--- config.mk ---
export PLATFORM = sky130hd
export DESIGN_NAME = triangle_trapezoid_split
export DESIGN_NICKNAME = d
export VERILOG_FILES = /design/src/tts_pkg.sv /design/src/tts_sort.sv /design/src/tts_classify.sv /design/src/tts_cross.sv /design/src/tts_emit.sv /design/src/triangle_trapezoid_split.sv
export SDC_FILE = /design/constraint.sdc
export NUM_CORES = 2
export LEC_CHECK = 0
export BUFFER_PORTS_ARGS = -buffer_cell sky130_fd_sc_hd__buf_2
export CORE_MARGIN = 4
export CORE_UTILIZATION = 45
export DETAILED_ROUTE_END_ITERATION = 7
export GPL_TIMING_DRIVEN = 0
export PLACE_DENSITY_LB_ADDON = 0.15
export SYNTH_ARGS = -nofsm -noshare
export SYNTH_HDL_FRONTEND = slang
export SYNTH_HIERARCHICAL = 1
export SYNTH_SLANG_ARGS = --single-unit
--- constraint.sdc ---
create_clock -name i_clk -period 11.6 [get_ports i_clk]
set_input_delay 2.32 -clock i_clk [delete_from_list [all_inputs] [get_ports i_clk]]
set_output_delay 2.32 -clock i_clk [all_outputs]
set_load 0.02 [all_outputs]
--- src/tts_pkg.sv ---
// ----------------------------------------------------------------------------
// tts_pkg
// Types shared by the triangle trapezoid split pipeline stages.
// ----------------------------------------------------------------------------
package tts_pkg;

    localparam int CoordW = 20;
    localparam int DiffW  = CoordW + 1;
    localparam int ProdW  = 2 * DiffW;
    localparam int InW    = 6 * CoordW;
    localparam int OutW   = 48;

    typedef logic signed [CoordW-1:0] t_coord;
    typedef logic signed [DiffW-1:0]  t_diff;
    typedef logic signed [ProdW-1:0]  t_prod;
    typedef logic [1:0]               t_idx;

    // kind of triangle after classification
    typedef enum logic [1:0] {
        K_EMPTY,
        K_FLAT_BOT,
        K_FLAT_TOP,
        K_SPLIT
    } t_kind;

    typedef struct packed {
        t_coord x;
        t_coord y;
        t_idx   idx;
    } t_vtx;

    // vertices in ascending y order
    typedef struct packed {
        t_vtx v1;
        t_vtx v2;
        t_vtx v3;
    } t_sorted;

    typedef struct packed {
        t_kind  kind;
        t_coord y1;
        t_coord y2;
        t_coord y3;
        t_idx   i1;
        t_idx   i2;
        t_idx   i3;
    } t_tri;

    typedef struct packed {
        t_tri  shape;
        t_diff dx21;
        t_diff dy31;
        t_diff dx31;
        t_diff dy21;
    } t_cls;

    typedef struct packed {
        t_tri  shape;
        t_prod lhs;
        t_prod rhs;
    } t_prd;

    typedef struct packed {
        t_tri shape;
        logic split_left;
    } t_rec;

endpackage

--- src/tts_sort.sv ---
// ----------------------------------------------------------------------------
// tts_sort
// Unpacks the three vertices and orders them by y with three compare-swaps.
// ----------------------------------------------------------------------------
module tts_sort
    import tts_pkg::*;
(
    input  logic             i_clk,
    input  logic             i_rst_n,
    input  logic             i_valid,
    output logic             o_ready,
    input  logic [InW-1:0]   i_data,
    output logic             o_valid,
    input  logic             i_ready,
    output t_sorted          o_data
);

    logic    r_valid;
    t_sorted r_data;
    t_sorted n_data;
    t_vtx    va, vb, vc;
    t_vtx    s1a, s1b, s2a, s2c, s3b, s3c;

    // vertex unpack, a in the lowest bits
    assign va = '{x: i_data[19:0],   y: i_data[39:20],   idx: 2'd0};
    assign vb = '{x: i_data[59:40],  y: i_data[79:60],   idx: 2'd1};
    assign vc = '{x: i_data[99:80],  y: i_data[119:100], idx: 2'd2};

    // strict-greater compare-swaps on (1,2), (1,3), (2,3)
    always_comb begin
        if (va.y > vb.y) begin
            s1a = vb;
            s1b = va;
        end else begin
            s1a = va;
            s1b = vb;
        end
        if (s1a.y > vc.y) begin
            s2a = vc;
            s2c = s1a;
        end else begin
            s2a = s1a;
            s2c = vc;
        end
        if (s1b.y > s2c.y) begin
            s3b = s2c;
            s3c = s1b;
        end else begin
            s3b = s1b;
            s3c = s2c;
        end
        n_data = '{v1: s2a, v2: s3b, v3: s3c};
    end

    // stage handshake
    assign o_ready = !r_valid || i_ready;

    always_ff @(posedge i_clk) begin
        if (!i_rst_n) begin
            r_valid <= 1'b0;
        end else if (o_ready) begin
            r_valid <= i_valid;
        end
    end

    always_ff @(posedge i_clk) begin
        if (o_ready && i_valid) begin
            r_data <= n_data;
        end
    end

    assign o_valid = r_valid;
    assign o_data  = r_data;

endmodule

--- src/tts_classify.sv ---
// ----------------------------------------------------------------------------
// tts_classify
// Sorts out degenerate, flat bottom, flat top and general triangles and
// forms the edge differences for the split side test.
// ----------------------------------------------------------------------------
module tts_classify
    import tts_pkg::*;
(
    input  logic    i_clk,
    input  logic    i_rst_n,
    input  logic    i_valid,
    output logic    o_ready,
    input  t_sorted i_data,
    output logic    o_valid,
    input  logic    i_ready,
    output t_cls    o_data
);

    logic r_valid;
    t_cls r_data;
    t_cls n_data;
    t_vtx p1, p2, p3;
    logic all_y_eq, all_x_eq;

    assign p1 = i_data.v1;
    assign p2 = i_data.v2;
    assign p3 = i_data.v3;

    assign all_y_eq = (p1.y == p2.y) && (p1.y == p3.y);
    assign all_x_eq = (p1.x == p2.x) && (p1.x == p3.x);

    // classification and flat-edge ordering by x
    always_comb begin
        n_data.shape.y1 = p1.y;
        n_data.shape.y2 = p2.y;
        n_data.shape.y3 = p3.y;
        n_data.shape.i1 = p1.idx;
        n_data.shape.i2 = p2.idx;
        n_data.shape.i3 = p3.idx;
        if (all_y_eq || all_x_eq) begin
            n_data.shape.kind = K_EMPTY;
        end else if (p1.y == p2.y) begin
            n_data.shape.kind = K_FLAT_BOT;
            if (p1.x > p2.x) begin
                n_data.shape.i1 = p2.idx;
                n_data.shape.i2 = p1.idx;
            end
        end else if (p2.y == p3.y) begin
            n_data.shape.kind = K_FLAT_TOP;
            if (p2.x > p3.x) begin
                n_data.shape.i2 = p3.idx;
                n_data.shape.i3 = p2.idx;
            end
        end else begin
            n_data.shape.kind = K_SPLIT;
        end
        n_data.dx21 = t_diff'(p2.x) - t_diff'(p1.x);
        n_data.dy31 = t_diff'(p3.y) - t_diff'(p1.y);
        n_data.dx31 = t_diff'(p3.x) - t_diff'(p1.x);
        n_data.dy21 = t_diff'(p2.y) - t_diff'(p1.y);
    end

    // stage handshake
    assign o_ready = !r_valid || i_ready;

    always_ff @(posedge i_clk) begin
        if (!i_rst_n) begin
            r_valid <= 1'b0;
        end else if (o_ready) begin
            r_valid <= i_valid;
        end
    end

    always_ff @(posedge i_clk) begin
        if (o_ready && i_valid) begin
            r_data <= n_data;
        end
    end

    assign o_valid = r_valid;
    assign o_data  = r_data;

endmodule

--- src/tts_cross.sv ---
// ----------------------------------------------------------------------------
// tts_cross
// Exact split side test: two cross products in one stage, their compare in
// the next.
// ----------------------------------------------------------------------------
module tts_cross
    import tts_pkg::*;
(
    input  logic i_clk,
    input  logic i_rst_n,
    input  logic i_valid,
    output logic o_ready,
    input  t_cls i_data,
    output logic o_valid,
    input  logic i_ready,
    output t_rec o_data
);

    logic r_valid_p;
    t_prd r_prd;
    t_prd n_prd;
    logic r_valid_c;
    t_rec r_rec;
    t_rec n_rec;
    logic ready_c;

    // product stage
    always_comb begin
        n_prd.shape = i_data.shape;
        n_prd.lhs   = i_data.dx21 * i_data.dy31;
        n_prd.rhs   = i_data.dx31 * i_data.dy21;
    end

    assign ready_c = !r_valid_c || i_ready;
    assign o_ready = !r_valid_p || ready_c;

    always_ff @(posedge i_clk) begin
        if (!i_rst_n) begin
            r_valid_p <= 1'b0;
        end else if (o_ready) begin
            r_valid_p <= i_valid;
        end
    end

    always_ff @(posedge i_clk) begin
        if (o_ready && i_valid) begin
            r_prd <= n_prd;
        end
    end

    // compare stage, left split when lhs <= rhs
    always_comb begin
        n_rec.shape      = r_prd.shape;
        n_rec.split_left = (r_prd.lhs <= r_prd.rhs);
    end

    always_ff @(posedge i_clk) begin
        if (!i_rst_n) begin
            r_valid_c <= 1'b0;
        end else if (ready_c) begin
            r_valid_c <= r_valid_p;
        end
    end

    always_ff @(posedge i_clk) begin
        if (ready_c && r_valid_p) begin
            r_rec <= n_rec;
        end
    end

    assign o_valid = r_valid_c;
    assign o_data  = r_rec;

endmodule

--- src/tts_emit.sv ---
// ----------------------------------------------------------------------------
// tts_emit
// Output register that issues one or two trapezoid transactions per
// triangle.
// ----------------------------------------------------------------------------
module tts_emit
    import tts_pkg::*;
(
    input  logic            i_clk,
    input  logic            i_rst_n,
    input  logic            i_valid,
    output logic            o_ready,
    input  t_rec            i_data,
    output logic            o_valid,
    input  logic            i_ready,
    output logic [OutW-1:0] o_data,
    output logic            o_user,
    output logic            o_last
);

    logic   r_valid;
    logic   r_beat;
    t_rec   r_rec;
    logic   n_beat;
    logic   final_beat;
    t_coord top_y, bot_y;
    t_idx   ls, le, rs, re;
    logic   empty_res;

    assign final_beat = (r_rec.shape.kind != K_SPLIT) || r_beat;
    assign o_ready    = !r_valid || (i_ready && final_beat);

    // beat counter
    always_comb begin
        n_beat = r_beat;
        if (o_ready) begin
            n_beat = 1'b0;
        end else if (i_ready) begin
            n_beat = 1'b1;
        end
    end

    always_ff @(posedge i_clk) begin
        if (!i_rst_n) begin
            r_valid <= 1'b0;
            r_beat  <= 1'b0;
        end else begin
            r_beat <= n_beat;
            if (o_ready) begin
                r_valid <= i_valid;
            end
        end
    end

    always_ff @(posedge i_clk) begin
        if (o_ready && i_valid) begin
            r_rec <= i_data;
        end
    end

    // result fields for the current beat
    always_comb begin
        empty_res = 1'b0;
        top_y     = r_rec.shape.y1;
        bot_y     = r_rec.shape.y3;
        ls        = r_rec.shape.i1;
        le        = r_rec.shape.i3;
        rs        = r_rec.shape.i2;
        re        = r_rec.shape.i3;
        unique case (r_rec.shape.kind)
            K_EMPTY: begin
                empty_res = 1'b1;
                top_y     = '0;
                bot_y     = '0;
                ls        = '0;
                le        = '0;
                rs        = '0;
                re        = '0;
            end
            K_FLAT_BOT: begin
                ls = r_rec.shape.i1;
                le = r_rec.shape.i3;
                rs = r_rec.shape.i2;
                re = r_rec.shape.i3;
            end
            K_FLAT_TOP: begin
                ls = r_rec.shape.i1;
                le = r_rec.shape.i2;
                rs = r_rec.shape.i1;
                re = r_rec.shape.i3;
            end
            K_SPLIT: begin
                if (!r_beat) begin
                    top_y = r_rec.shape.y1;
                    bot_y = r_rec.shape.y2;
                end else begin
                    top_y = r_rec.shape.y2;
                    bot_y = r_rec.shape.y3;
                end
                // long edge p1 to p3 is on the split's opposite side
                if (r_rec.split_left) begin
                    ls = r_beat ? r_rec.shape.i2 : r_rec.shape.i1;
                    le = r_beat ? r_rec.shape.i3 : r_rec.shape.i2;
                    rs = r_rec.shape.i1;
                    re = r_rec.shape.i3;
                end else begin
                    ls = r_rec.shape.i1;
                    le = r_rec.shape.i3;
                    rs = r_beat ? r_rec.shape.i2 : r_rec.shape.i1;
                    re = r_beat ? r_rec.shape.i3 : r_rec.shape.i2;
                end
            end
            default: begin
                empty_res = 1'b1;
            end
        endcase
    end

    assign o_valid = r_valid;
    assign o_data  = {re, rs, le, ls, bot_y, top_y};
    assign o_user  = empty_res;
    assign o_last  = final_beat;

endmodule

--- src/triangle_trapezoid_split.sv ---
// Throughput: one triangle per cycle when it yields one trapezoid and the result
// side does not stall; a split triangle holds the emitter until its second
// trapezoid is taken, as the emitter has a single result channel.
// Reset: i_rst_n synchronous active low clears all stage valid bits and the
// beat counter; no clearing pass, input is taken in the first cycle after.
// ----------------------------------------------------------------------------
// triangle_trapezoid_split
// Sorts three vertices by y and splits the triangle into one or two trapezoids,
// or one empty result, in a sort, classify, multiply, compare, emit pipeline.
// ----------------------------------------------------------------------------
module triangle_trapezoid_split
    import tts_pkg::*;
(
    input  logic            i_clk,
    input  logic            i_rst_n,
    // tdata: ax, ay, bx, by_coord, cx, cy (20 bits each, from bit 0 up)
    input  logic            s_axis_tvalid,
    output logic            s_axis_tready,
    input  logic [InW-1:0]  s_axis_tdata,
    // tdata: top_y, bottom_y (20 bits), left_start, left_end,
    //        right_start, right_end (2 bits each), from bit 0 up
    // tuser: empty_res
    output logic            m_axis_tvalid,
    input  logic            m_axis_tready,
    output logic [OutW-1:0] m_axis_tdata,
    output logic            m_axis_tuser,
    output logic            m_axis_tlast
);

    logic    srt_valid, srt_ready;
    t_sorted srt_data;
    logic    cls_valid, cls_ready;
    t_cls    cls_data;
    logic    crs_valid, crs_ready;
    t_rec    crs_data;

    // sort stage
    tts_sort u_sort (
        .i_clk   (i_clk),
        .i_rst_n (i_rst_n),
        .i_valid (s_axis_tvalid),
        .o_ready (s_axis_tready),
        .i_data  (s_axis_tdata),
        .o_valid (srt_valid),
        .i_ready (srt_ready),
        .o_data  (srt_data)
    );

    // classify stage
    tts_classify u_classify (
        .i_clk   (i_clk),
        .i_rst_n (i_rst_n),
        .i_valid (srt_valid),
        .o_ready (srt_ready),
        .i_data  (srt_data),
        .o_valid (cls_valid),
        .i_ready (cls_ready),
        .o_data  (cls_data)
    );

    // cross product and compare stages
    tts_cross u_cross (
        .i_clk   (i_clk),
        .i_rst_n (i_rst_n),
        .i_valid (cls_valid),
        .o_ready (cls_ready),
        .i_data  (cls_data),
        .o_valid (crs_valid),
        .i_ready (crs_ready),
        .o_data  (crs_data)
    );

    // result emitter
    tts_emit u_emit (
        .i_clk   (i_clk),
        .i_rst_n (i_rst_n),
        .i_valid (crs_valid),
        .o_ready (crs_ready),
        .i_data  (crs_data),
        .o_valid (m_axis_tvalid),
        .i_ready (m_axis_tready),
        .o_data  (m_axis_tdata),
        .o_user  (m_axis_tuser),
        .o_last  (m_axis_tlast)
    );

endmodule

==> metrics.txt <==
internal reg-to-reg setup slack between 2 and 3 ns; H-tree depth 2; fill cell count 12,680; Layout area overhead 8.608%; CP bufs+invs 8; Synth Area per Inst 10.39 µm²; DR WL/cell about 22 µm; cell family with most CP delay simple AND/OR/NAND/NOR gates; area of the multi-input gates 38,790 µm²; worst path required time around 12 ns; clk_lat worst skew approximately 0.68 ns; Max Slew Vio Count 0; Slew HR 0.2004; net count after synthesis about 7,400; met2 usage in global routing 0.4126; # DRC 0; Mapped Area 61,600 µm²; CP max stage delay between 0.5 and 0.6 ns; Root Buffer clkbuf_16; Buffers on Ports roughly 180; Resized Gates After CTS 0; Post-synth EDFFs 568; Yosys top cell by area fa_1; DRT antenna net count 0; # rows around 140; GR Layer Usage met1 0.3539; RePlAce Congestion 0.9567; Post-synth ARST share 0; register area ~17,000 µm²; highest clock rate between 0.09 and 0.1 GHz; initial DRC count ~3,200; Hold/Removal Path Class reg2reg; Chip Height approximately 380 µm; Sink Count between 500 and 600; Arrival @ worst endpoint between 10 and 15 ns; Area contributors post-synth fa_1 30%, edfxtp_1 28%, ha_1 8.8%; post-CTS setup buffer count 0; Final Hold Fails 0; met3 usage 0.04190; global-route wire length before repair 272,400 µm; layout net count between 7,000 and 8,000; CTS Buffer Depth 3; Hold Buf Count CTS 0; share of the synthesized area in the top cell type 0.2996; Maximum Capacitance Violations 0; Worst-Margin Slew around 1.2 ns; count of final setup violators 0; count leader, synth inv_1; min cycle time layout 10.24 ns; vias in the first global route approximately 44,000; sequential fraction of the synthesis area 0.2788; Pre-antenna DRT Iters 6; Most Frequent Cell on Critical Path buf_2; share of cells above drive strength 1 0.06767; slowest cell on the critical path nor4_2; critical-path maximum fanout 10; initial antenna violation count 8; status finished, final reports clean; unrepaired setup endpoints after global routing false; post-synthesis register bit count roughly 570; GRT overflow 0; CORE AREA 135,800 µm²; detailed-route via count 42,860; largest net degree at the start of global routing 74; initial core utilization 0.4536; die area roughly 140,000 µm²; CTS tree built; # IOs roughly 180; clock slew at reported path FFs 0.07 ns; Synth cell types 95; Vias/cell between 5 and 6; Layout Skew roughly 0.047 ns; Tcrit/Tclk final 0.8823; Main synth FF type edfxtp_1; Post-Syn Instances around 5,900; Fin Setup TNS 0 ns; Die W around 380 µm; DRT Wirelength between 150,000 and 200,000 µm; crit end category flip-flop; busiest layer in global routing met2; synth cell count leaders 1,204 x inv_1, 922 x fa_1, 667 x nand2_1; gr usage total 0.2546; CTS buffer count 60; Final HPWL DP 149,400 µm; CP startpoint kind input port; CP Class in2reg; synth warn 6
## cell families after synthesis
| logic type | after synthesis | share of synthesized area |
|---|---|---|
| simple gates | 1592 | 0.1272 |
| flops | 574 | 0.2788 |
| mux | 55 | 0.009160 |
| buf+inv | 1459 | 0.09172 |
| xor+xnor | 167 | 0.02374 |
| compound gates | 728 | 0.08220 |
| fa+ha+maj | 1353 | 0.3872 |
## cell type report
type | count | share of cell area
Multi-Input combinational cell | 3895 | 0.5798
Timing Repair Buffer | 183 | 0.01616
Antenna cell | 3 | 0.0001122
Inverter | 1207 | 0.06773
Clock buffer | 78 | 0.02360
Sequential cell | 574 | 0.2567
Clock inverter | 32 | 0.005816
Buffer | 252 | 0.01672
Tap cell | 1781 | 0.03331
## flip-flops by register name, indices dropped and copies added, names as in the netlist
name	count
u_classify/o_data	152
u_sort/o_data	126
u_cross/r_prd	84
u_cross/o_data	69
u_emit/r_rec	69
u_cross/n_rec	68
u_classify/o_valid	1
u_cross/o_valid	1
u_cross/r_valid_p	1
u_emit/o_valid	1
u_emit/r_beat	1
u_sort/o_valid	1
## layer usage
metal / vias to the layer above / wire length [µm]
met5: - / 27
met4: 4 / 5997
met3: 276 / 12380
met2: 1446 / 83090
met1: 21670 / 77770
li1: 19470 / -
## through the flow
stage	utilization	cell area (µm²)	hold slack, ns	setup slack [ns]	cells
2_1_floorplan	-	61600	0.4003	2.785	5928
3_3_place_gp	0.4765	64710	0.4010	0.6587	7884
3_5_place_dp	0.4781	64930	0.4045	0.6496	7892
4_1_cts	0.4926	66900	0.4002	1.347	8002
5_1_grt	0.4926	66900	0.4196	1.090	8002
6_report	0.4927	66910	0.4119	1.365	8005
## placed cells by master, fill, tap and decap left out, drive strengths merged, types with 128 or more instances in the layout
cell type  Yosys  layout
a21oi        235     235
and2         410     410
buf           58     241
clkbuf       194     272
edfxtp       568     568
fa           922     922
ha           431     431
inv         1204    1206
nand2        677     677
nor2         186     186
o21ai        128     128
## worst paths after layout
check / start / to / cells past startpoint
worst min-delay path: u_cross/o_data[8]$_DFFE_PP_ / u_emit/r_rec[8]$_DFFE_PP_ / 0
worst max-delay path: s_axis_tdata[79] / u_sort/o_data[21]$_DFFE_PP_ / 32
worst min register to register: u_cross/o_data[8]$_DFFE_PP_ / u_emit/r_rec[8]$_DFFE_PP_ / 0
worst max register to register: u_classify/o_data[7]$_DFFE_PP_ / u_cross/r_prd[41]$_DFFE_PP_ / 24
Power is not shown: default switching activity piles up to over one toggle a cycle in this logic, so the estimate is an artifact.
